File: src/hw/rtl/rrsg_pkg.sv
// Package for the rounded rectangle span generator.
// Holds the widths, the radius limit, the datapath command codes and the status struct.
// It has no dependencies.
package rrsg_pkg;

  localparam int CoordBits  = 16;
  localparam int RadBits    = 5;
  localparam int BudgetBits = 6;
  localparam int MaxRadius  = 31;
  localparam int SqBits     = 2 * RadBits;

  typedef enum logic [3:0] {
    OP_NONE,
    OP_LOAD,
    OP_SETUP,
    OP_CALC_N,
    OP_INC_K,
    OP_DEC_K,
    OP_ARC_TOP,
    OP_ARC_BOT,
    OP_MID,
    OP_FLUSH
  } dp_op_t;

  typedef struct packed {
    logic invalid_req;
    logic zero_radius;
    logic r_zero;
    logic k_up;
    logic k_down;
    logic width_ok;
    logic mid_needed;
    logic budget_hit;
    logic emit_blocked;
    logic out_free;
    logic pend_valid;
    logic top_last;
    logic bot_last;
  } dp_status_t;

endpackage

File: src/hw/rtl/rrsg_datapath.sv
// Datapath of the rounded rectangle span generator: request registers, arc root tracking,
// span formation, the pending span and the output register.
// Depends on rrsg_pkg.
module rrsg_datapath
  import rrsg_pkg::*;
(
  input  logic                  clk,
  input  logic                  rst_n,
  input  dp_op_t                op,
  output dp_status_t            status,
  input  logic [CoordBits-1:0]  in_rect_width,
  input  logic [CoordBits-1:0]  in_rect_height,
  input  logic [RadBits-1:0]    in_corner_radius,
  input  logic [BudgetBits-1:0] in_rect_budget,
  output logic                  out_valid,
  input  logic                  out_ready,
  output logic [RadBits-1:0]    out_span_x,
  output logic [CoordBits-1:0]  out_span_y,
  output logic [CoordBits-1:0]  out_span_width,
  output logic [CoordBits-1:0]  out_span_height,
  output logic                  out_is_empty,
  output logic                  out_is_last
);

  logic [CoordBits-1:0]  width_r;
  logic [CoordBits-1:0]  height_r;
  logic [BudgetBits-1:0] budget_r;
  logic [BudgetBits-1:0] count_r;
  logic [RadBits-1:0]    r_r;
  logic [SqBits-1:0]     r_sq_r;
  logic [RadBits-1:0]    dy_r;
  logic [SqBits-1:0]     n_r;
  logic [RadBits-1:0]    k_r;
  logic [CoordBits-1:0]  row_r;

  logic                  pend_valid_r;
  logic                  pend_empty_r;
  logic [RadBits-1:0]    pend_x_r;
  logic [CoordBits-1:0]  pend_y_r;
  logic [CoordBits-1:0]  pend_w_r;
  logic [CoordBits-1:0]  pend_h_r;

  logic                  out_valid_r;
  logic                  out_empty_r;
  logic                  out_last_r;
  logic [RadBits-1:0]    out_x_r;
  logic [CoordBits-1:0]  out_y_r;
  logic [CoordBits-1:0]  out_w_r;
  logic [CoordBits-1:0]  out_h_r;

  logic [RadBits-1:0]    r_clamp;
  logic [CoordBits-1:0]  half_w;
  logic [CoordBits-1:0]  half_h;
  logic [RadBits-1:0]    inset;
  logic [CoordBits:0]    inset2;
  logic [CoordBits-1:0]  arc_w;
  logic [CoordBits:0]    two_r;
  logic [CoordBits-1:0]  mid_h;
  logic [SqBits-1:0]     dy_sq;
  logic [RadBits:0]      kp1;
  logic [RadBits-1:0]    km1;
  logic [SqBits+1:0]     prod_up;
  logic [SqBits+1:0]     prod_dn;
  logic                  out_free;

  logic                  push_en;
  logic [RadBits-1:0]    push_x;
  logic [CoordBits-1:0]  push_y;
  logic [CoordBits-1:0]  push_w;
  logic [CoordBits-1:0]  push_h;

  always_comb begin
    half_w  = in_rect_width >> 1;
    half_h  = in_rect_height >> 1;
    r_clamp = in_corner_radius;
    if (RadBits'(MaxRadius) < r_clamp) begin
      r_clamp = RadBits'(MaxRadius);
    end
    if (CoordBits'(r_clamp) > half_w) begin
      r_clamp = half_w[RadBits-1:0];
    end
    if (CoordBits'(r_clamp) > half_h) begin
      r_clamp = half_h[RadBits-1:0];
    end

    inset   = r_r - k_r;
    inset2  = (CoordBits+1)'({inset, 1'b0});
    arc_w   = width_r - inset2[CoordBits-1:0];
    two_r   = (CoordBits+1)'({r_r, 1'b0});
    mid_h   = height_r - two_r[CoordBits-1:0];
    dy_sq   = SqBits'(dy_r) * SqBits'(dy_r);
    kp1     = (RadBits+1)'(k_r) + (RadBits+1)'(1);
    km1     = k_r - RadBits'(1);
    prod_up = (SqBits+2)'(kp1) * (SqBits+2)'(k_r);
    prod_dn = (SqBits+2)'(k_r) * (SqBits+2)'(km1);
    out_free = !out_valid_r || out_ready;

    status.invalid_req  = (in_rect_width == '0) || (in_rect_height == '0) ||
                          (in_rect_budget == '0);
    status.zero_radius  = (in_corner_radius == '0);
    status.r_zero       = (r_r == '0);
    status.k_up         = prod_up < (SqBits+2)'(n_r);
    status.k_down       = (k_r != '0) && (prod_dn >= (SqBits+2)'(n_r));
    status.width_ok     = {1'b0, width_r} > inset2;
    status.mid_needed   = {1'b0, height_r} > two_r;
    status.budget_hit   = (count_r == budget_r);
    status.emit_blocked = pend_valid_r && !out_free;
    status.out_free     = out_free;
    status.pend_valid   = pend_valid_r;
    status.top_last     = (dy_r == RadBits'(1));
    status.bot_last     = (dy_r == r_r);

    push_en = 1'b0;
    push_x  = inset;
    push_y  = row_r;
    push_w  = arc_w;
    push_h  = CoordBits'(1);
    case (op)
      OP_ARC_TOP, OP_ARC_BOT: begin
        push_en = status.width_ok;
      end
      OP_MID: begin
        push_en = status.mid_needed;
        push_x  = '0;
        push_y  = CoordBits'(r_r);
        push_w  = width_r;
        push_h  = mid_h;
      end
      default: begin
        push_en = 1'b0;
      end
    endcase
  end

  always_ff @(posedge clk) begin
    if (!rst_n) begin
      out_valid_r  <= 1'b0;
      pend_valid_r <= 1'b0;
      count_r      <= '0;
    end else begin
      if (out_ready) begin
        out_valid_r <= 1'b0;
      end
      case (op)
        OP_LOAD: begin
          width_r  <= in_rect_width;
          height_r <= in_rect_height;
          budget_r <= in_rect_budget;
          r_r      <= r_clamp;
          count_r  <= '0;
          pend_x_r <= '0;
          if (status.invalid_req) begin
            pend_valid_r <= 1'b1;
            pend_empty_r <= 1'b1;
            pend_y_r     <= '0;
            pend_w_r     <= '0;
            pend_h_r     <= '0;
          end else if (status.zero_radius) begin
            pend_valid_r <= 1'b1;
            pend_empty_r <= 1'b0;
            pend_y_r     <= '0;
            pend_w_r     <= in_rect_width;
            pend_h_r     <= in_rect_height;
            count_r      <= BudgetBits'(1);
          end
        end
        OP_SETUP: begin
          r_sq_r <= SqBits'(r_r) * SqBits'(r_r);
          dy_r   <= r_r;
          row_r  <= '0;
          k_r    <= '0;
        end
        OP_CALC_N: begin
          n_r <= r_sq_r - dy_sq;
        end
        OP_INC_K: begin
          k_r <= kp1[RadBits-1:0];
        end
        OP_DEC_K: begin
          k_r <= km1;
        end
        OP_ARC_TOP: begin
          dy_r  <= dy_r - RadBits'(1);
          row_r <= row_r + CoordBits'(1);
        end
        OP_ARC_BOT: begin
          dy_r  <= dy_r + RadBits'(1);
          row_r <= row_r + CoordBits'(1);
        end
        OP_MID: begin
          dy_r  <= RadBits'(1);
          row_r <= height_r - CoordBits'(r_r);
        end
        OP_FLUSH: begin
          out_valid_r  <= 1'b1;
          out_last_r   <= 1'b1;
          out_empty_r  <= pend_empty_r;
          out_x_r      <= pend_x_r;
          out_y_r      <= pend_y_r;
          out_w_r      <= pend_w_r;
          out_h_r      <= pend_h_r;
          pend_valid_r <= 1'b0;
        end
        default: begin
        end
      endcase
      if (push_en) begin
        if (pend_valid_r) begin
          out_valid_r <= 1'b1;
          out_last_r  <= 1'b0;
          out_empty_r <= pend_empty_r;
          out_x_r     <= pend_x_r;
          out_y_r     <= pend_y_r;
          out_w_r     <= pend_w_r;
          out_h_r     <= pend_h_r;
        end
        pend_valid_r <= 1'b1;
        pend_empty_r <= 1'b0;
        pend_x_r     <= push_x;
        pend_y_r     <= push_y;
        pend_w_r     <= push_w;
        pend_h_r     <= push_h;
        count_r      <= count_r + BudgetBits'(1);
      end
    end
  end

  assign out_valid       = out_valid_r;
  assign out_span_x      = out_x_r;
  assign out_span_y      = out_y_r;
  assign out_span_width  = out_w_r;
  assign out_span_height = out_h_r;
  assign out_is_empty    = out_empty_r;
  assign out_is_last     = out_last_r;

endmodule

File: src/hw/rtl/rrsg_controller.sv
// Controller of the rounded rectangle span generator: sequences the top arc, the middle
// block, the bottom arc and the final transfer.
// Depends on rrsg_pkg.
module rrsg_controller
  import rrsg_pkg::*;
(
  input  logic       clk,
  input  logic       rst_n,
  input  logic       in_valid,
  output logic       in_ready,
  input  dp_status_t status,
  output dp_op_t     op
);

  typedef enum logic [2:0] {
    S_IDLE,
    S_SETUP,
    S_TOP_N,
    S_TOP_K,
    S_MID,
    S_BOT_N,
    S_BOT_K,
    S_FLUSH
  } state_t;

  state_t state_r;
  state_t state_nxt;

  always_comb begin
    op        = OP_NONE;
    state_nxt = state_r;
    in_ready  = (state_r == S_IDLE);
    unique case (state_r)
      S_IDLE: begin
        if (in_valid) begin
          op = OP_LOAD;
          if (status.invalid_req || status.zero_radius) begin
            state_nxt = S_FLUSH;
          end else begin
            state_nxt = S_SETUP;
          end
        end
      end
      S_SETUP: begin
        op        = OP_SETUP;
        state_nxt = status.r_zero ? S_MID : S_TOP_N;
      end
      S_TOP_N: begin
        op        = OP_CALC_N;
        state_nxt = S_TOP_K;
      end
      S_TOP_K: begin
        if (status.k_up) begin
          op = OP_INC_K;
        end else if (status.width_ok && status.budget_hit) begin
          state_nxt = S_FLUSH;
        end else if (!(status.width_ok && status.emit_blocked)) begin
          op        = OP_ARC_TOP;
          state_nxt = status.top_last ? S_MID : S_TOP_N;
        end
      end
      S_MID: begin
        if (status.mid_needed && status.budget_hit) begin
          state_nxt = S_FLUSH;
        end else if (!(status.mid_needed && status.emit_blocked)) begin
          op        = OP_MID;
          state_nxt = status.r_zero ? S_FLUSH : S_BOT_N;
        end
      end
      S_BOT_N: begin
        op        = OP_CALC_N;
        state_nxt = S_BOT_K;
      end
      S_BOT_K: begin
        if (status.k_down) begin
          op = OP_DEC_K;
        end else if (status.width_ok && status.budget_hit) begin
          state_nxt = S_FLUSH;
        end else if (!(status.width_ok && status.emit_blocked)) begin
          op        = OP_ARC_BOT;
          state_nxt = status.bot_last ? S_FLUSH : S_BOT_N;
        end
      end
      S_FLUSH: begin
        if (!status.pend_valid) begin
          state_nxt = S_IDLE;
        end else if (status.out_free) begin
          op        = OP_FLUSH;
          state_nxt = S_IDLE;
        end
      end
      default: begin
        state_nxt = S_IDLE;
      end
    endcase
  end

  always_ff @(posedge clk) begin
    if (!rst_n) begin
      state_r <= S_IDLE;
    end else begin
      state_r <= state_nxt;
    end
  end

endmodule

File: src/hw/rtl/rounded_rect_span_generator.sv
// Top level of the rounded rectangle span generator.
// Joins rrsg_controller and rrsg_datapath; depends on rrsg_pkg.
//
//   Channel   Direction  Handshake            Payload
//   in_*      input      in_valid/in_ready    rect_width, rect_height, corner_radius, rect_budget
//   out_*     output     out_valid/out_ready  span_x/y/width/height, is_empty, is_last
//
// One request at a time. For clamped radius r a request runs through load, setup, the top arc
// rows (each computes its radicand, tracks the rounded square root one increment per cycle
// and forms its span), the middle block, the bottom arc rows and the final transfer. An invalid
// or zero radius request goes from load to the final transfer; a budget cut-off ends it early.
// Each span is held one step in a pending register so that the last one can be flagged.
// Reset (synchronous, active low) returns the controller to idle and empties both registers.
// A stalled output register holds the sequence; a new request is taken while the final
// transfer of the previous one still waits.
module rounded_rect_span_generator
  import rrsg_pkg::*;
(
  input  logic                  clk,
  input  logic                  rst_n,
  input  logic                  in_valid,
  output logic                  in_ready,
  input  logic [CoordBits-1:0]  in_rect_width,
  input  logic [CoordBits-1:0]  in_rect_height,
  input  logic [RadBits-1:0]    in_corner_radius,
  input  logic [BudgetBits-1:0] in_rect_budget,
  output logic                  out_valid,
  input  logic                  out_ready,
  output logic [RadBits-1:0]    out_span_x,
  output logic [CoordBits-1:0]  out_span_y,
  output logic [CoordBits-1:0]  out_span_width,
  output logic [CoordBits-1:0]  out_span_height,
  output logic                  out_is_empty,
  output logic                  out_is_last
);

  dp_op_t     op;
  dp_status_t status;

  rrsg_controller u_ctrl (
    .clk      (clk),
    .rst_n    (rst_n),
    .in_valid (in_valid),
    .in_ready (in_ready),
    .status   (status),
    .op       (op)
  );

  rrsg_datapath u_dp (
    .clk              (clk),
    .rst_n            (rst_n),
    .op               (op),
    .status           (status),
    .in_rect_width    (in_rect_width),
    .in_rect_height   (in_rect_height),
    .in_corner_radius (in_corner_radius),
    .in_rect_budget   (in_rect_budget),
    .out_valid        (out_valid),
    .out_ready        (out_ready),
    .out_span_x       (out_span_x),
    .out_span_y       (out_span_y),
    .out_span_width   (out_span_width),
    .out_span_height  (out_span_height),
    .out_is_empty     (out_is_empty),
    .out_is_last      (out_is_last)
  );

endmodule

File: config.mk
export PLATFORM = sky130hd
export DESIGN_NAME = rounded_rect_span_generator
export DESIGN_NICKNAME = d
export VERILOG_FILES = /design/src/hw/rtl/rrsg_pkg.sv /design/src/hw/rtl/rrsg_datapath.sv /design/src/hw/rtl/rrsg_controller.sv /design/src/hw/rtl/rounded_rect_span_generator.sv
export SDC_FILE = /design/constraint.sdc
export NUM_CORES = 1
export LEC_CHECK = 0
export BUFFER_PORTS_ARGS = -buffer_cell sky130_fd_sc_hd__buf_2
export CAP_MARGIN = 20
export CORE_UTILIZATION = 50
export DETAILED_ROUTE_END_ITERATION = 7
export GPL_TIMING_DRIVEN = 0
export PLACE_DENSITY = 0.74
export SYNTH_ARGS = -nofsm -noshare
export SYNTH_HDL_FRONTEND = slang
export SYNTH_SLANG_ARGS = --single-unit
File: constraint.sdc
create_clock -name clk -period 16.3 [get_ports clk]
set_input_delay 0 -clock clk [delete_from_list [all_inputs] [get_ports clk]]
set_output_delay 0 -clock clk [all_outputs]
set_load 0.03 [all_outputs]
Word level (Yosys, flattened, before mapping)
Index checks and enable logic that the tools add are counted.

Register bits after elaboration: 209. Input port bits: 47. Output and inout bits: 57.

Magnitude comparators: 7. Reductions and logical operators: 37. Multiply operators: 4. Muxes and demuxes: 87. Add/sub/neg operators: 11. Equality and inequality tests: 27.

Operators with widths (number): 16-bit 2-to-1 mux (24); 3-bit 2-to-1 mux (16); 16-bit case mux with 3 select lines (1); 5-bit 2-to-1 mux (9); 16-bit by 6-bit > comparator with 1-bit output (2); 16-bit logical NOT (2); 4-bit 2-to-1 mux (8); 16-bit by 6-bit subtractor with 16-bit output (2); 5-bit by 15-bit > comparator with 1-bit output (2); 5-bit by 5-bit multiplier with 10-bit output (3); 4-bit case mux with 7 select lines (1); 3-bit case mux with 8 select lines (1); 5-bit case mux with 4 select lines (1); 1-bit 2-to-1 mux (18); 6-bit 2-to-1 mux (3); 16-bit by 1-bit adder with 16-bit output, second input constant (1); 4-bit by 3-bit equality test with 1-bit output, second input constant (4); 2-bit AND reduction (8); 16-bit by 5-bit subtractor with 16-bit output (1); 5-bit case mux with 3 select lines (1); 3-bit equality test, second input constant (4); 3-bit nonzero test (4); 11-bit by 10-bit < comparator with 1-bit output (1); 6-bit by 5-bit multiplier with 11-bit output (1); other kinds (34) (55).

Logic depth before layout (Yosys ltp)
Depth after elaboration: 14. Depth in mapped cells: 28. Depth with buffers taken out: 26.

By module
Synthesis repeated with hierarchy kept, for this count alone.

Cells, all modules: 1292. Area, all modules: 14097.3 µm².

Modules (own cells, without submodules): rrsg_datapath (sequential area each 6075.8 µm², cells each 1222, times used 1, area an instance 13591.8 µm²); rrsg_controller (sequential area each 60.1 µm², cells each 70, times used 1, area an instance 505.5 µm²).

Least setup slack after synthesis
OpenSTA, ideal clock, no wires.

Path kind: reg-to-reg. Start point: register u_dp.k_r[0]. End point: register u_dp.pend_empty_r, enable pin. Arrival: 8002 ps. Cell stages (with the launch flop): 26. Slack: 7826 ps. Library setup time: 472 ps. Cell sequence: edfxtp_1 -> clkbuf_1 -> inv_1 -> ha_1 -> nand3_1 -> ha_1 -> nand2b_1 -> fa_1 -> fa_1 -> fa_1 -> inv_1 -> ha_1 -> a21oi_1 -> nor2_1 -> nor2_1 -> o21bai_1 -> a21oi_1 -> xnor2_1 -> ha_1 -> o21a_1 -> o22a_1 -> o21a_1 -> o211ai_1 -> a21oi_2 -> buf_2 -> a21oi_1.

Word-level cells in the longest chain between the ends: 12. Elaborated cells between the ends (all ways): 28. Classes of those cells: 3 x add/sub; 2 x mul; 3 x order compare; 4 x eq/ne; 8 x mux; 8 x reduce/logical.

Ends and longest elaborated chain: start, declared (line rrsg_datapath.sv:33) `logic [RadBits-1:0] k_r;`; start signal, assigned (line rrsg_datapath.sv:177) `k_r <= kp1[RadBits-1:0];`; start signal, assigned (line rrsg_datapath.sv:180) `k_r <= km1;`; branches (longest 11 deep; another with 6-bit by 5-bit multiplier with 11-bit output); 3-bit AND reduction (no source line) (*); end signal, assigned (line rrsg_datapath.sv:154) `pend_empty_r <= 1'b1;`; end signal, assigned (line rrsg_datapath.sv:160) `pend_empty_r <= 1'b0;`; end signal, assigned (line rrsg_datapath.sv:218) `pend_empty_r <= 1'b0;`; end, declared (line rrsg_datapath.sv:37) `logic pend_empty_r;`.

Every way passes the cells marked *. A chain may end at the register's enable or synchronous reset.

Worst setup path in the final report
Start point: register u_dp.k_r[0]. End point: register u_dp.pend_w_r[0], enable pin.

Word-level cells in the longest chain between the ends: 12. Elaborated cells between the ends (all ways): 28. Classes of those cells: 3 x add/sub; 2 x mul; 3 x order compare; 4 x eq/ne; 8 x mux; 8 x reduce/logical.

Ends and longest elaborated chain: branches (longest 11 deep; another with 6-bit by 5-bit multiplier with 11-bit output); 3-bit AND reduction (no source line) (*); end signal, assigned (line rrsg_datapath.sv:162) `pend_w_r <= in_rect_width;`; end signal, assigned (line rrsg_datapath.sv:221) `pend_w_r <= push_w;`; end, declared (line rrsg_datapath.sv:40) `logic [CoordBits-1:0] pend_w_r;`.

Marks and branches as above.

==> metrics <==
crit end category=flop; Crit Path Class=reg -> reg; VDD IR max=0.186 mV; die area=28900 sq um; Final Hold Fails=0; Syn. warnings=0; register bit total from synthesis=208; fmax=0.119 GHz; GRT busiest layer=met2; Total Wirelength=33.3 mm; FF-to-FF Start=u_dp.k_r[0]; GRT Residual Overflow=0; Total Neg Setup Slack=0 ns; Mean Syn Cell Area=10.9 sq um; fill cell count=2276; Power, Total=3.95 mW; Final #Nets=1688; Power Density=240 nW/um^2; DR WL/cell=17.8 microns; GP Congestion=0.918; Core Area=27800 sq um; Placed Instance Area=15200 sq um; total track usage=23.1%; post-synth top area cell=edfxtp_1; Syn Inst Count=1299; leakage power=6.73 nW; CP Launch Type=flop; number of flops mapped to enable cells by yosys=197; Area contributors post-synth=edfxtp_1 (42%), ha_1 (12%), fa_1 (5.0%); Layout area overhead=16.6%; Post-DP HPWL=24.7 mm; Sink Count=208; postcts setup bufs=0; Synth Net Count=1511; Setup Skew=0.0141 ns; Reg clk slew, reported paths=0.07 ns; # rows=61; max cap viols=0; antenna cells=0; largest net degree at the start of global routing=38; RSZ-0062 raised after global routing=no; later-pin clock latency in the skew report=0.53 ns; H-tree depth=1; Cell variety after synth=72; Final ANT Viol Nets=0; Synth top area share=42.0%; Top-Level Pins=104; worst reg2reg endpoint=u_dp.pend_w_r[0]; CTS buffer count=24; Cell Area, Synth=14100 sq um; Tcrit/Tclk final=51.5%; routing usage on met2=38.7%; worst slew pin tran=0.998 ns; drt drc=0; height of the chip=170 microns; fin area=16400 sq um; Post-synth ARST share=0%; Final setup viols=0; WP data arrival=8.62 ns; initial DRC count=874; Port Buffers=103; crit path max fanout=19; worst hold path type=in -> reg; layout cell share with drive strength beyond 1=15.9%; Die Width=170 microns; total number of vias=10.6k; met1 GRT Util=30.9%; vias in the first global route=10.4k; M3 GR Usage=3.53%; first-pass GRT wire length=52.9 mm; CTS tree=yes; post-layout util=59.2%; HP Start=in_valid; Cells on Worst Hold Path=4; post-route minimum period=8.39 ns; max_slew headroom=33.2%; Most used DFF post-synth=edfxtp_1; clk buf depth=3; Worst Path Required=16.53 ns; Slew Limit Fails=0; Seq/Total Area, Yosys=43.5%; First-pass DRT Iterations=5; DR vias/cell=5.64; R2R depth=27; Root Buffer=clkbuf_16; R2R setup slack=7.91 ns; Hold EP=u_ctrl.state_r[1]; outcome=finished clean; initial antenna violation count=0; Starting Density=50.8%
==> power by group <==
group | leakage [nW] | switching (mW) | internal, mW
Combinational | 4.41 | 1.41 | 1.04
Sequential | 1.94 | 0.0917 | 0.843
Clock | 0.385 | 0.229 | 0.329
==> per-layer routing <==
| layer | wire length, microns | vias up |
|---|---|---|
| met1 | 14300 | 5082 |
| met3 | 2280 | 72 |
| met4 | 854 | 0 |
| met2 | 15800 | 382 |
| li1 | - | 5016 |
| met5 | 0 | - |
==> metrics by stage <==
step | std cells | setup slack, ns | hold WS (ns)
CTS | 1870 | 7.98 | 0.000979
global route | 1871 | 7.45 | 0.0282
floorplan | 1299 | 7.83 | 0.0989
finish | 1871 | 7.91 | 0.0225
detailed placement | 1785 | 8.06 | 0.197
global placement | 1780 | 5.12 | 0.197
==> worst max-delay path, cell delays in order (launching register included) <==
cell and delay [ns]:
edfxtp_1 0.45, clkbuf_1 0.43, inv_1 0.19, ha_1 0.26
nand3_1 0.15, ha_1 0.29, nand2b_1 0.18, fa_1 0.55
fa_1 0.54, fa_1 0.56, inv_1 0.06, ha_1 0.34
a21oi_1 0.18, nor2_1 0.05, nor2_1 0.15, o21bai_1 0.08
a21oi_1 0.17, xnor2_1 0.16, ha_1 0.26, o21a_1 0.19
o22a_1 0.20, o21a_1 0.18, o211ai_1 0.83, a21oi_2 0.30
buf_2 0.33, a21oi_4 0.58, buf_16 0.24, buf_16 0.18
==> layout by cell type, fill, tap and decap left out, types with 20 or more instances in the layout <==
cell type and count:
xor2_1 34, clkbuf_1 38, fa_1 35, ha_1 130
mux2_2 61, dlygate4sd3_1 42, clkbuf_16 25, nand3_1 29
and3_1 20, o21ai_0 39, nand2_1 92, buf_2 106
inv_1 123, nor2_1 92, xnor2_1 65, nor3_1 27
a21oi_1 58, edfxtp_1 197, nor2b_1 24
==> cells in the mapped netlist (20+ instances only) <==
library cell and number:
a21oi_1 59, and3_1 20, clkbuf_1 36, edfxtp_1 197
fa_1 35, ha_1 130, inv_1 123, mux2_2 61
nand2_1 92, nand3_1 29, nor2_1 92, nor2b_1 24
nor3_1 27, o21ai_0 40, xnor2_1 65, xor2_1 34
==> worst max path at each step <==
stage                            from                end  slack (ns)  depth (start not counted)
after floorplan           u_dp.k_r[0]  u_dp.pend_empty_r        7.83                         25
after global placement    u_dp.k_r[0]  u_dp.pend_h_r[11]        5.12                         25
after detailed placement  u_dp.k_r[0]   u_dp.pend_h_r[6]        8.06                         27
after CTS                 u_dp.k_r[0]   u_dp.pend_h_r[0]        7.98                         27
after global routing      u_dp.k_r[0]   u_dp.pend_w_r[0]        7.45                         27
final                     u_dp.k_r[0]   u_dp.pend_w_r[0]        7.91                         27
==> kinds of logic after synthesis <==
group	share of synthesized area, %
AO/OA/AOI/OAI	10.9
multiplexers	5.61
adder cells (fa/ha/maj)	16.5
XOR/XNOR	6.15
AND/OR/NAND/NOR	12.6
flip-flops	43.5
buffers and inverters	4.76
==> flip-flops by register name, indices dropped and copies added, names as in the netlist, 3 cells and up <==
register / cells
u_dp.out_span_x: 5
u_dp.r_r: 5
u_dp.pend_w_r: 16
u_dp.k_r: 5
u_dp.pend_y_r: 16
u_dp.r_sq_r: 9
u_dp.out_span_height: 16
u_dp.row_r: 16
u_dp.dy_r: 5
u_dp.height_r: 16
u_dp.pend_x_r: 5
u_dp.n_r: 10
u_ctrl.state_r: 3
u_dp.out_span_y: 16
u_dp.out_span_width: 16
u_dp.budget_r: 6
u_dp.pend_h_r: 16
u_dp.width_r: 16
u_dp.count_r: 6
==> area by class of cell <==
cell class	instances	area [sq um]	share of cell area, %
multi-input cells	924	7310	44.4
flip-flops and latches	208	6140	37.3
repair buffers	151	1040	6.35
clock buffers	27	633	3.85
well taps	378	473	2.88
inverters	123	462	2.81
plain buffers	44	209	1.27
clock inverters	16	180	1.10
==> repair_timing <==
item                      CTS  global route
hold buffers               42             0
gates resized for setup     0             0
hold endpoints to repair   96             0
No activity file was read; power rests on OpenSTA's default activity.
